[config.mk]
export PLATFORM = sky130hd
export DESIGN_NAME = drive_straight_pd_controller_top
export DESIGN_NICKNAME = d
export VERILOG_FILES = /design/src/hdl/dspd_pkg.sv /design/src/hdl/drive_straight_pd_controller_top.sv
export SDC_FILE = /design/constraint.sdc
export NUM_CORES = 2
export LEC_CHECK = 0
export BUFFER_PORTS_ARGS = -buffer_cell sky130_fd_sc_hd__buf_2
export CAP_MARGIN = 20
export CORE_ASPECT_RATIO = 0.7
export CORE_UTILIZATION = 47
export DETAILED_ROUTE_END_ITERATION = 16
export MAX_ROUTING_LAYER = met4
export PLACE_DENSITY_LB_ADDON = 0.25
export SKIP_LAST_GASP = 1
export SYNTH_ARGS = -nofsm -noshare
export SYNTH_HDL_FRONTEND = slang
export SYNTH_SLANG_ARGS = --single-unit
[constraint.sdc]
create_clock -name clk -period 9.98 [get_ports clk]
set_input_delay 2.495 -clock clk [delete_from_list [all_inputs] [get_ports clk]]
set_output_delay 2.495 -clock clk [all_outputs]
set_load 0.03 [all_outputs]
[src/hdl/dspd_pkg.sv]
// ----------------------------------------------------------------------------
// dspd_pkg - shared types and constants for the straight-drive PD controller
// Item codes, status codes, register map, reset values and datapath widths.
// ----------------------------------------------------------------------------
package dspd_pkg;

	// encoder count width and ramp length
	localparam int ENC_BITS   = 21;
	localparam int RAMP_TICKS = 50;
	localparam int RAMP_W     = $clog2(RAMP_TICKS + 1);

	// fixed field widths
	localparam int MM_W      = 16;
	localparam int ELAPSED_W = 20;
	localparam int GAIN_W    = 12;
	localparam int CAP_W     = 7;
	localparam int FACTOR_W  = 6;
	localparam int TOL_W     = 10;
	localparam int CFG_IDX_W = 3;
	localparam int CFG_DATA_W = 12;

	// millimetres to encoder ticks, Q16
	localparam int MM_TO_TICKS_W = 18;
	localparam logic [MM_TO_TICKS_W-1:0] MM_TO_TICKS_Q16 = 18'd147813;
	localparam int TICK_W  = 17;
	localparam int TGT_W   = TICK_W + 1;
	localparam int TLIM_W  = FACTOR_W + TICK_W;

	// ramp limits need one bit above the cap range (odd cap overshoot)
	localparam int RAMP_LIM_W = CAP_W + 2;
	localparam logic signed [RAMP_LIM_W-1:0] RAMP_STEP = 2;

	// error and product widths
	localparam int SUM_W = ENC_BITS + 1;
	localparam int SE_W  = ((SUM_W > TGT_W) ? SUM_W : TGT_W) + 1;
	localparam int HE_W  = ENC_BITS + 1;
	localparam int DE_W  = SE_W + 1;
	localparam int DH_W  = HE_W + 1;
	localparam int SGAIN_W = GAIN_W + 1;
	localparam int SP_W  = SE_W + SGAIN_W;
	localparam int SD_W  = DE_W + SGAIN_W;
	localparam int SS_W  = SD_W + 1;
	localparam int SO_W  = SS_W - 8;
	localparam int HP_W  = HE_W + SGAIN_W;
	localparam int HD_W  = DH_W + SGAIN_W;
	localparam int HS_W  = HD_W + 1;
	localparam int HO_W  = HS_W - 8;
	localparam int MIX_W = HO_W + 1;

	localparam int POWER_W = 8;
	localparam int POWER_MAX = 127;

	// item codes
	typedef enum logic {
		OP_START = 1'b0,
		OP_TICK  = 1'b1
	} opcode_t;

	// result status codes
	typedef enum logic [1:0] {
		ST_IDLE      = 2'd0,
		ST_RUNNING   = 2'd1,
		ST_ARRIVED   = 2'd2,
		ST_TIMED_OUT = 2'd3
	} status_t;

	// register map
	typedef enum logic [CFG_IDX_W-1:0] {
		REG_STRAIGHT_KP = 3'd0,
		REG_STRAIGHT_KD = 3'd1,
		REG_HEADING_KP  = 3'd2,
		REG_HEADING_KD  = 3'd3,
		REG_SPEED_CAP   = 3'd4,
		REG_TIMEOUT_FACTOR = 3'd5,
		REG_DIST_TOL    = 3'd6,
		REG_HEAD_TOL    = 3'd7
	} cfg_reg_t;

	// register reset values
	localparam logic [GAIN_W-1:0]   RST_STRAIGHT_KP = 12'd256;
	localparam logic [GAIN_W-1:0]   RST_STRAIGHT_KD = 12'd512;
	localparam logic [GAIN_W-1:0]   RST_HEADING_KP  = 12'd256;
	localparam logic [GAIN_W-1:0]   RST_HEADING_KD  = 12'd141;
	localparam logic [CAP_W-1:0]    RST_SPEED_CAP   = 7'd35;
	localparam logic [FACTOR_W-1:0] RST_TIMEOUT_FACTOR = 6'd7;
	localparam logic [TOL_W-1:0]    RST_DIST_TOL    = 10'd130;
	localparam logic [TOL_W-1:0]    RST_HEAD_TOL    = 10'd10;

endpackage

[src/hdl/drive_straight_pd_controller_top.sv]
// ----------------------------------------------------------------------------
// drive_straight_pd_controller_top - two-loop PD controller for a straight move
// Start beats set the tick target and timeout; tick beats run the straight and
// heading PD loops with a ramped straight clamp and give the motor commands.
// ----------------------------------------------------------------------------
// Pipeline: the input register loads on the accepting edge of a beat, then the
// state/error, product, sum and output registers follow in that order, and the
// result is valid once the output register has loaded.
// Throughput: one beat per cycle until output stalls fill the empty stages; move
// state changes in the error stage alone, so back-to-back beats need no stall.
// Reset: arst_n clears the pipeline, the move state (no move running) and
// loads the register reset values; the configuration port is always ready.
module drive_straight_pd_controller_top (
	input  logic clk,
	input  logic arst_n,
	// input channel
	input  logic in_valid,
	output logic in_stall,
	input  logic opcode,
	input  logic signed [dspd_pkg::MM_W-1:0]       distance_mm,
	input  logic signed [dspd_pkg::ENC_BITS-1:0]   left_count,
	input  logic signed [dspd_pkg::ENC_BITS-1:0]   right_count,
	input  logic        [dspd_pkg::ELAPSED_W-1:0]  elapsed_ms,
	// output channel
	output logic out_valid,
	input  logic out_stall,
	output logic signed [dspd_pkg::POWER_W-1:0] left_power,
	output logic signed [dspd_pkg::POWER_W-1:0] right_power,
	output logic [1:0] move_status,
	// configuration write channel
	input  logic cfg_valid,
	output logic cfg_ready,
	input  logic [dspd_pkg::CFG_IDX_W-1:0]  cfg_index,
	input  logic [dspd_pkg::CFG_DATA_W-1:0] cfg_data
);

	// ------------------------------------------------------------------
	// configuration registers
	logic [dspd_pkg::GAIN_W-1:0]   straight_kp_q, straight_kd_q, heading_kp_q, heading_kd_q;
	logic [dspd_pkg::CAP_W-1:0]    speed_cap_q;
	logic [dspd_pkg::FACTOR_W-1:0] timeout_factor_q;
	logic [dspd_pkg::TOL_W-1:0]    dist_tol_q, head_tol_q;

	assign cfg_ready = 1'b1;

	always_ff @(posedge clk or negedge arst_n) begin
		if (!arst_n) begin
			straight_kp_q    <= dspd_pkg::RST_STRAIGHT_KP;
			straight_kd_q    <= dspd_pkg::RST_STRAIGHT_KD;
			heading_kp_q     <= dspd_pkg::RST_HEADING_KP;
			heading_kd_q     <= dspd_pkg::RST_HEADING_KD;
			speed_cap_q      <= dspd_pkg::RST_SPEED_CAP;
			timeout_factor_q <= dspd_pkg::RST_TIMEOUT_FACTOR;
			dist_tol_q       <= dspd_pkg::RST_DIST_TOL;
			head_tol_q       <= dspd_pkg::RST_HEAD_TOL;
		end else if (cfg_valid && cfg_ready) begin
			case (dspd_pkg::cfg_reg_t'(cfg_index))
				dspd_pkg::REG_STRAIGHT_KP:    straight_kp_q <= cfg_data;
				dspd_pkg::REG_STRAIGHT_KD:    straight_kd_q <= cfg_data;
				dspd_pkg::REG_HEADING_KP:     heading_kp_q  <= cfg_data;
				dspd_pkg::REG_HEADING_KD:     heading_kd_q  <= cfg_data;
				dspd_pkg::REG_SPEED_CAP:      speed_cap_q   <= cfg_data[dspd_pkg::CAP_W-1:0];
				dspd_pkg::REG_TIMEOUT_FACTOR:
					timeout_factor_q <= cfg_data[dspd_pkg::FACTOR_W-1:0];
				dspd_pkg::REG_DIST_TOL:       dist_tol_q    <= cfg_data[dspd_pkg::TOL_W-1:0];
				dspd_pkg::REG_HEAD_TOL:       head_tol_q    <= cfg_data[dspd_pkg::TOL_W-1:0];
				default: ;
			endcase
		end
	end

	// ------------------------------------------------------------------
	// stage handshake: a stage loads when it is empty or moving on
	logic v1_s1, v2_s2, v3_s3, v4_s4, out_valid_q;
	logic rdy1, rdy2, rdy3, rdy4, rdy_out;

	assign rdy_out  = !out_valid_q || !out_stall;
	assign rdy4     = !v4_s4 || rdy_out;
	assign rdy3     = !v3_s3 || rdy4;
	assign rdy2     = !v2_s2 || rdy3;
	assign rdy1     = !v1_s1 || rdy2;
	assign in_stall = !rdy1;

	always_ff @(posedge clk or negedge arst_n) begin
		if (!arst_n) begin
			v1_s1       <= 1'b0;
			v2_s2       <= 1'b0;
			v3_s3       <= 1'b0;
			v4_s4       <= 1'b0;
			out_valid_q <= 1'b0;
		end else begin
			if (rdy1)    v1_s1       <= in_valid;
			if (rdy2)    v2_s2       <= v1_s1;
			if (rdy3)    v3_s3       <= v2_s2;
			if (rdy4)    v4_s4       <= v3_s3;
			if (rdy_out) out_valid_q <= v4_s4;
		end
	end

	// ------------------------------------------------------------------
	// stage 1: input register, distance converted to ticks on the way in
	logic [dspd_pkg::MM_W-1:0] mm_mag;
	logic [dspd_pkg::MM_W+dspd_pkg::MM_TO_TICKS_W-1:0] mm_prod;

	assign mm_mag  = distance_mm[dspd_pkg::MM_W-1] ? (~distance_mm + 1'b1) : distance_mm;
	assign mm_prod = mm_mag * dspd_pkg::MM_TO_TICKS_Q16;

	logic op_s1, neg_s1;
	logic [dspd_pkg::TICK_W-1:0] ticks_s1;
	logic signed [dspd_pkg::ENC_BITS-1:0] left_s1, right_s1;
	logic [dspd_pkg::ELAPSED_W-1:0] elapsed_s1;

	always_ff @(posedge clk) begin
		if (in_valid && rdy1) begin
			op_s1      <= opcode;
			neg_s1     <= distance_mm[dspd_pkg::MM_W-1];
			ticks_s1   <= mm_prod[16 +: dspd_pkg::TICK_W];
			left_s1    <= left_count;
			right_s1   <= right_count;
			elapsed_s1 <= elapsed_ms;
		end
	end

	// ------------------------------------------------------------------
	// move state
	logic signed [dspd_pkg::TGT_W-1:0]      target_q;
	logic [dspd_pkg::ELAPSED_W-1:0]         time_limit_q;
	logic signed [dspd_pkg::SE_W-1:0]       se_prev_q;
	logic signed [dspd_pkg::HE_W-1:0]       he_prev_q;
	logic signed [dspd_pkg::RAMP_LIM_W-1:0] ramp_low_q, ramp_high_q;
	logic [dspd_pkg::RAMP_W-1:0]            ramp_ticks_q;
	logic signed [dspd_pkg::ENC_BITS-1:0]   prev_left_q;
	logic                                   active_q;

	// stage 2 logic: errors, ramp step, timeout and arrival checks
	logic signed [dspd_pkg::TGT_W-1:0]      tgt_new;
	logic [dspd_pkg::TLIM_W-1:0]            tlim_prod;
	logic [dspd_pkg::ELAPSED_W-1:0]         tlim_new;
	logic signed [dspd_pkg::SUM_W-1:0]      sum_lr;
	logic signed [dspd_pkg::SE_W-1:0]       se;
	logic signed [dspd_pkg::HE_W-1:0]       he;
	logic [dspd_pkg::SE_W-1:0]              se_mag;
	logic [dspd_pkg::HE_W-1:0]              he_mag;
	logic signed [dspd_pkg::RAMP_LIM_W-1:0] cap_s;
	logic signed [dspd_pkg::RAMP_LIM_W-1:0] ramp_low_n, ramp_high_n;
	logic [dspd_pkg::RAMP_W-1:0]            ramp_ticks_n;
	logic timed_out, rising, settled, a_go;

	assign a_go = v1_s1 && rdy2;

	always_comb begin
		tgt_new   = neg_s1 ? -$signed({1'b0, ticks_s1}) : $signed({1'b0, ticks_s1});
		tlim_prod = timeout_factor_q * ticks_s1;
		tlim_new  = (|tlim_prod[dspd_pkg::TLIM_W-1:dspd_pkg::ELAPSED_W]) ?
			{dspd_pkg::ELAPSED_W{1'b1}} : tlim_prod[dspd_pkg::ELAPSED_W-1:0];

		sum_lr = dspd_pkg::SUM_W'(left_s1) + dspd_pkg::SUM_W'(right_s1);
		se     = dspd_pkg::SE_W'(target_q) - dspd_pkg::SE_W'(sum_lr);
		he     = dspd_pkg::HE_W'(left_s1) - dspd_pkg::HE_W'(right_s1);
		se_mag = se[dspd_pkg::SE_W-1] ? dspd_pkg::SE_W'(-se) : dspd_pkg::SE_W'(se);
		he_mag = he[dspd_pkg::HE_W-1] ? dspd_pkg::HE_W'(-he) : dspd_pkg::HE_W'(he);

		// limits step by two until the ramp count is spent, then sit on the cap
		cap_s = $signed({2'b00, speed_cap_q});
		if (ramp_ticks_q < dspd_pkg::RAMP_W'(dspd_pkg::RAMP_TICKS)) begin
			ramp_low_n   = (ramp_low_q > -cap_s) ? ramp_low_q - dspd_pkg::RAMP_STEP : ramp_low_q;
			ramp_high_n  = (ramp_high_q < cap_s) ? ramp_high_q + dspd_pkg::RAMP_STEP
				: ramp_high_q;
			ramp_ticks_n = ramp_ticks_q + 1'b1;
		end else begin
			ramp_low_n   = -cap_s;
			ramp_high_n  = cap_s;
			ramp_ticks_n = ramp_ticks_q;
		end

		timed_out = elapsed_s1 > time_limit_q;
		rising    = left_s1 > prev_left_q;
		settled   = (se_mag <= dspd_pkg::SE_W'(dist_tol_q))
			&& (he_mag <= dspd_pkg::HE_W'(head_tol_q)) && !rising;
	end

	// state update, one beat at a time as it leaves stage 1
	always_ff @(posedge clk or negedge arst_n) begin
		if (!arst_n) begin
			target_q     <= '0;
			time_limit_q <= '0;
			se_prev_q    <= '0;
			he_prev_q    <= '0;
			ramp_low_q   <= '0;
			ramp_high_q  <= '0;
			ramp_ticks_q <= '0;
			prev_left_q  <= '0;
			active_q     <= 1'b0;
		end else if (a_go) begin
			if (dspd_pkg::opcode_t'(op_s1) == dspd_pkg::OP_START) begin
				target_q     <= tgt_new;
				time_limit_q <= tlim_new;
				se_prev_q    <= '0;
				he_prev_q    <= '0;
				ramp_low_q   <= '0;
				ramp_high_q  <= '0;
				ramp_ticks_q <= '0;
				prev_left_q  <= '0;
				active_q     <= 1'b1;
			end else if (active_q) begin
				se_prev_q    <= se;
				he_prev_q    <= he;
				ramp_low_q   <= ramp_low_n;
				ramp_high_q  <= ramp_high_n;
				ramp_ticks_q <= ramp_ticks_n;
				if (timed_out) begin
					active_q <= 1'b0;
				end else begin
					prev_left_q <= left_s1;
					if (settled) active_q <= 1'b0;
				end
			end
		end
	end

	// stage 2 register
	dspd_pkg::status_t status_s2;
	logic signed [dspd_pkg::SE_W-1:0]       se_s2;
	logic signed [dspd_pkg::DE_W-1:0]       de_s2;
	logic signed [dspd_pkg::HE_W-1:0]       he_s2;
	logic signed [dspd_pkg::DH_W-1:0]       dh_s2;
	logic signed [dspd_pkg::RAMP_LIM_W-1:0] lo_s2, hi_s2;

	always_ff @(posedge clk) begin
		if (a_go) begin
			se_s2 <= se;
			de_s2 <= dspd_pkg::DE_W'(se) - dspd_pkg::DE_W'(se_prev_q);
			he_s2 <= he;
			dh_s2 <= dspd_pkg::DH_W'(he) - dspd_pkg::DH_W'(he_prev_q);
			lo_s2 <= ramp_low_n;
			hi_s2 <= ramp_high_n;
			if (dspd_pkg::opcode_t'(op_s1) == dspd_pkg::OP_START || !active_q)
				status_s2 <= dspd_pkg::ST_IDLE;
			else if (timed_out)
				status_s2 <= dspd_pkg::ST_TIMED_OUT;
			else if (settled)
				status_s2 <= dspd_pkg::ST_ARRIVED;
			else
				status_s2 <= dspd_pkg::ST_RUNNING;
		end
	end

	// ------------------------------------------------------------------
	// stage 3: gain products
	dspd_pkg::status_t status_s3;
	logic signed [dspd_pkg::SP_W-1:0] sp_s3;
	logic signed [dspd_pkg::SD_W-1:0] sd_s3;
	logic signed [dspd_pkg::HP_W-1:0] hp_s3;
	logic signed [dspd_pkg::HD_W-1:0] hd_s3;
	logic signed [dspd_pkg::RAMP_LIM_W-1:0] lo_s3, hi_s3;

	always_ff @(posedge clk) begin
		if (v2_s2 && rdy3) begin
			sp_s3     <= $signed({1'b0, straight_kp_q}) * se_s2;
			sd_s3     <= $signed({1'b0, straight_kd_q}) * de_s2;
			hp_s3     <= $signed({1'b0, heading_kp_q}) * he_s2;
			hd_s3     <= $signed({1'b0, heading_kd_q}) * dh_s2;
			lo_s3     <= lo_s2;
			hi_s3     <= hi_s2;
			status_s3 <= status_s2;
		end
	end

	// ------------------------------------------------------------------
	// stage 4: sums scaled by 1/256 toward zero, straight term clamped
	logic signed [dspd_pkg::SS_W-1:0] ssum, ssum_adj;
	logic signed [dspd_pkg::HS_W-1:0] hsum, hsum_adj;
	logic signed [dspd_pkg::SO_W-1:0] so_full;
	logic signed [dspd_pkg::HO_W-1:0] ho_full;
	logic signed [dspd_pkg::RAMP_LIM_W-1:0] so_clamped;

	always_comb begin
		ssum     = dspd_pkg::SS_W'(sp_s3) + dspd_pkg::SS_W'(sd_s3);
		hsum     = dspd_pkg::HS_W'(hp_s3) + dspd_pkg::HS_W'(hd_s3);
		ssum_adj = ssum + (ssum[dspd_pkg::SS_W-1] ? dspd_pkg::SS_W'(255) : '0);
		hsum_adj = hsum + (hsum[dspd_pkg::HS_W-1] ? dspd_pkg::HS_W'(255) : '0);
		so_full  = ssum_adj[dspd_pkg::SS_W-1:8];
		ho_full  = hsum_adj[dspd_pkg::HS_W-1:8];
		if (so_full > dspd_pkg::SO_W'(hi_s3))
			so_clamped = hi_s3;
		else if (so_full < dspd_pkg::SO_W'(lo_s3))
			so_clamped = lo_s3;
		else
			so_clamped = so_full[dspd_pkg::RAMP_LIM_W-1:0];
	end

	dspd_pkg::status_t status_s4;
	logic signed [dspd_pkg::RAMP_LIM_W-1:0] so_s4;
	logic signed [dspd_pkg::HO_W-1:0]       ho_s4;

	always_ff @(posedge clk) begin
		if (v3_s3 && rdy4) begin
			so_s4     <= so_clamped;
			ho_s4     <= ho_full;
			status_s4 <= status_s3;
		end
	end

	// ------------------------------------------------------------------
	// output stage: mix, saturate to the motor range, zero unless running
	function automatic logic signed [dspd_pkg::POWER_W-1:0] sat_power(
		input logic signed [dspd_pkg::MIX_W-1:0] x
	);
		logic signed [dspd_pkg::MIX_W-1:0] pmax;
		pmax = dspd_pkg::MIX_W'(dspd_pkg::POWER_MAX);
		if (x > pmax)
			return dspd_pkg::POWER_W'(dspd_pkg::POWER_MAX);
		else if (x < -pmax)
			return -dspd_pkg::POWER_W'(dspd_pkg::POWER_MAX);
		else
			return x[dspd_pkg::POWER_W-1:0];
	endfunction

	logic signed [dspd_pkg::MIX_W-1:0] mix_l, mix_r;
	logic signed [dspd_pkg::POWER_W-1:0] left_power_q, right_power_q;
	dspd_pkg::status_t status_q;

	assign mix_l = dspd_pkg::MIX_W'(so_s4) - dspd_pkg::MIX_W'(ho_s4);
	assign mix_r = dspd_pkg::MIX_W'(so_s4) + dspd_pkg::MIX_W'(ho_s4);

	always_ff @(posedge clk) begin
		if (v4_s4 && rdy_out) begin
			status_q <= status_s4;
			if (status_s4 == dspd_pkg::ST_RUNNING) begin
				left_power_q  <= sat_power(mix_l);
				right_power_q <= sat_power(mix_r);
			end else begin
				left_power_q  <= '0;
				right_power_q <= '0;
			end
		end
	end

	assign out_valid   = out_valid_q;
	assign left_power  = left_power_q;
	assign right_power = right_power_q;
	assign move_status = status_q;

`ifndef SYNTHESIS
	// a result that is not a running beat drives nothing
	assert property (@(posedge clk) disable iff (!arst_n)
		out_valid && move_status != dspd_pkg::ST_RUNNING |-> left_power == '0 && right_power == '0)
		else $error("motor drive on a non-running result");

	// saturation keeps the commands symmetric
	assert property (@(posedge clk) disable iff (!arst_n)
		out_valid |-> left_power != -8'sd128 && right_power != -8'sd128)
		else $error("motor command outside the saturated range");

	// a start beat leaving stage 1 always begins a move
	assert property (@(posedge clk) disable iff (!arst_n)
		a_go && op_s1 == dspd_pkg::OP_START |=> active_q && ramp_ticks_q == '0)
		else $error("start beat did not begin a move");

	// ramp limits never cross zero
	assert property (@(posedge clk) disable iff (!arst_n)
		ramp_low_q <= 0 && ramp_high_q >= 0)
		else $error("ramp limits crossed zero");

	// an empty input stage never holds off the sender
	assert property (@(posedge clk) disable iff (!arst_n)
		!v1_s1 |-> !in_stall)
		else $error("stall raised with an empty input stage");
`endif

endmodule
==> impl_metrics.yaml <==
outcome:
  outcome: "completed"
detailed_routing:
  num_vias: 62000
  ant_nets: 0
  drt_pre_antenna_iters: 6
  drc: 0
  vias_per_cell: 5.51
  drt_iter0_drc: 5318
  routed_wirelength_mm: 224
  routedWlPerCell_um: 19.9
setup_path:
  cp.required_ns: 10.42
  worst_setup_path_start_kind: "input port"
  cp_slowest_cell: "or4_1"
  max_stage_delay_ns: 0.54
  path_class: "input port to flop"
  cp_num_buf_inv: 6
  cpLargestDelayFamily: "adder cells"
  cp-end-kind: "flop"
  cp_data_arrival_time_ns: 9.63
  cp_max_fo: 3
die:
  start_util_pct: 47.4
  dieArea_sq_um: 183000
  die_w_um: 511
  io_pins: 120
  rows: 130
  core_area_sq_um: 180000
  die_height_um: 358
sta:
  relSlewSlack_pct: 24.4
  skew_ns: 0.0361
  fin_tns_setup_ns: 0
  setup_viol: 0
  worstMarginPinSlew_ns: 1.13
  final.min_clock_period_ns: 9.19
  slew_violations: 0
  rsz0062_at_grt: "false"
  hold_viol: 0
  final.period_utilization_pct: 92.1
  clock.fmax_mhz: 109
synthesis:
  synth_top_area_cell: "fa_1"
  syn_nets: 11000
  ys_seq_elements: 630
  yosysWarnings: 0
  syn_area_per_cell_sq_um: 9.61
  async_flop_share_pct: 34.1
  synth-edff-count: 415
  synth_cell_types: 113
  ys.flop_type: "edfxtp_1"
  postSynthCellCount: 8865
  syn_area_sq_um: 85200
  synth_top_area_share_pct: 26.6
  synthTopCellsByArea: "fa_1 (27%), edfxtp_1 (15%), ha_1 (13%)"
  yosysSeqAreaShare_pct: 21.0
clocking:
  postCtsHoldBufs: 0
  clk_path_buf_depth: 3
  clk_pin_slew_worst_paths_ns: 0.07
  insertion_delay_ns: 0.72
  cts_resized: 0
  htree_levels: 3
  cts_setup_buffers: 0
  root_buffer: "clkbuf_16"
  cts_sinks: 630
  cts_inserted_buffers: 74
  cts_tree: "built"
placement:
  portBuffers: 118
  place.gp.congestion: 0.917
  dp_hpwl_mm: 181
cells_and_area:
  nets: 10900
  layout-drive-gt1-share_pct: 5.37
  final_cell_mix: "inv_1 (1,530), fa_1 (1,131), nand2_1 (901)"
  syn_to_final_growth_pct: 6.55
  layout_commonest_cell: "inv_1"
grt:
  antenna_found_initial: 10
  grt_overflow: 0
  grt_pass1_vias: 63400
  grt_pass1_wl_mm: 359
  grt.total_usage_pct: 25.7
  grt_max_degree: 146
run:
  max_cap_violations: 0
hold_path:
  hold_class: "flop to flop"
## per-stage QoR
step	worst slack, ns	cells	utilization, %	cell area [sq um]	hold slack (ns)
2_1_floorplan	0.304	8865	-	85200	0.400
3_3_place_gp	0.0633	11100	49.0	88000	0.404
3_5_place_dp	0.113	11100	49.0	88100	0.405
4_1_cts	0.831	11200	50.5	90700	0.409
5_1_grt	0.346	11200	50.5	90700	0.419
6_report	0.787	11200	50.5	90800	0.409
## metal layers
metal  part of all wire [%]  global-route usage [%]  wire length (um)  vias to the layer above
met5                      0                       -                 0                        -
met4                    1.8                    5.15              3940                        0
met3                    7.2                    3.96             16100                      206
met2                     41                    35.9             90700                     1954
met1                     51                    39.2            113000                    31000
li1                       -                       -                 -                    28800
## kinds of logic (layout without fill, tap and decap cells)
group / Yosys count / count (layout) / share of synthesized area, %
and+or+nand+nor: 2550 / 2550 / 15.2
adders and majority gates: 2019 / 2019 / 39.6
buffers and inverters: 1852 / 1846 / 8.18
AOI/OAI and AO/OA: 1252 / 1252 / 9.96
DFF: 630 / 630 / 21.0
xor gates and xnor gates: 452 / 452 / 4.67
muxes: 109 / 109 / 1.39
other: 1 / 6 / 0.00440
## registers in the layout (all words and copies together) (netlist names), 17 cells and up
register / flops
he_prev_q: 22
prev_left_q: 21
hp_s3: 35
elapsed_s1: 20
ho_s4: 29
se_prev_q: 23
left_s1: 21
de_s2: 24
dh_s2: 23
se_s2: 23
right_s1: 21
sd_s3: 37
target_q: 18
he_s2: 22
hd_s3: 36
time_limit_q: 20
ticks_s1: 17
sp_s3: 36
## layout make-up
type,count,area [sq um]
fill,16400,89000
multi-input combinational,6383,60400
sequential,630,17900
inverter,1533,5760
tap,2376,2970
clock buffer,99,2050
timing repair buffer,175,1070
clock inverter,39,631
antenna,5,12.5
## Yosys cell counts (70+ instances only)
cell      count
nor2_1      303
nor2b_1      70
nand3_1     118
edfxtp_1    415
xor2_1      137
a21oi_1     308
fa_1       1131
and2_1      621
mux2_2       77
ha_1        888
inv_1      1530
dfrtp_1     198
nand2_1     902
o21a_1       82
nand2b_1     70
clkbuf_1    300
xnor2_1     313
nor3_1      134
a21o_1      126
o21ai_0     227
## path summary, 6_finish.rpt
kind	to	slack [ns]	cells after the start	from
setup / recovery	ticks_s1[16]	0.79	27	distance_mm[5]
hold reg to reg	status_s4[0]	0.41	0	status_s3[0]
min in group asynchronous	he_prev_q[20]	1.76	1	arst_n
setup reg to reg	so_s4[0]	1.68	31	sp_s3[7]
max in group asynchronous	v2_s2	6.88	2	arst_n
hold / removal	status_s4[0]	0.41	0	status_s3[0]
Power is left out: the tool's default activity adds up to more than one toggle a clock period on the data nets, which glitch-free logic cannot reach.
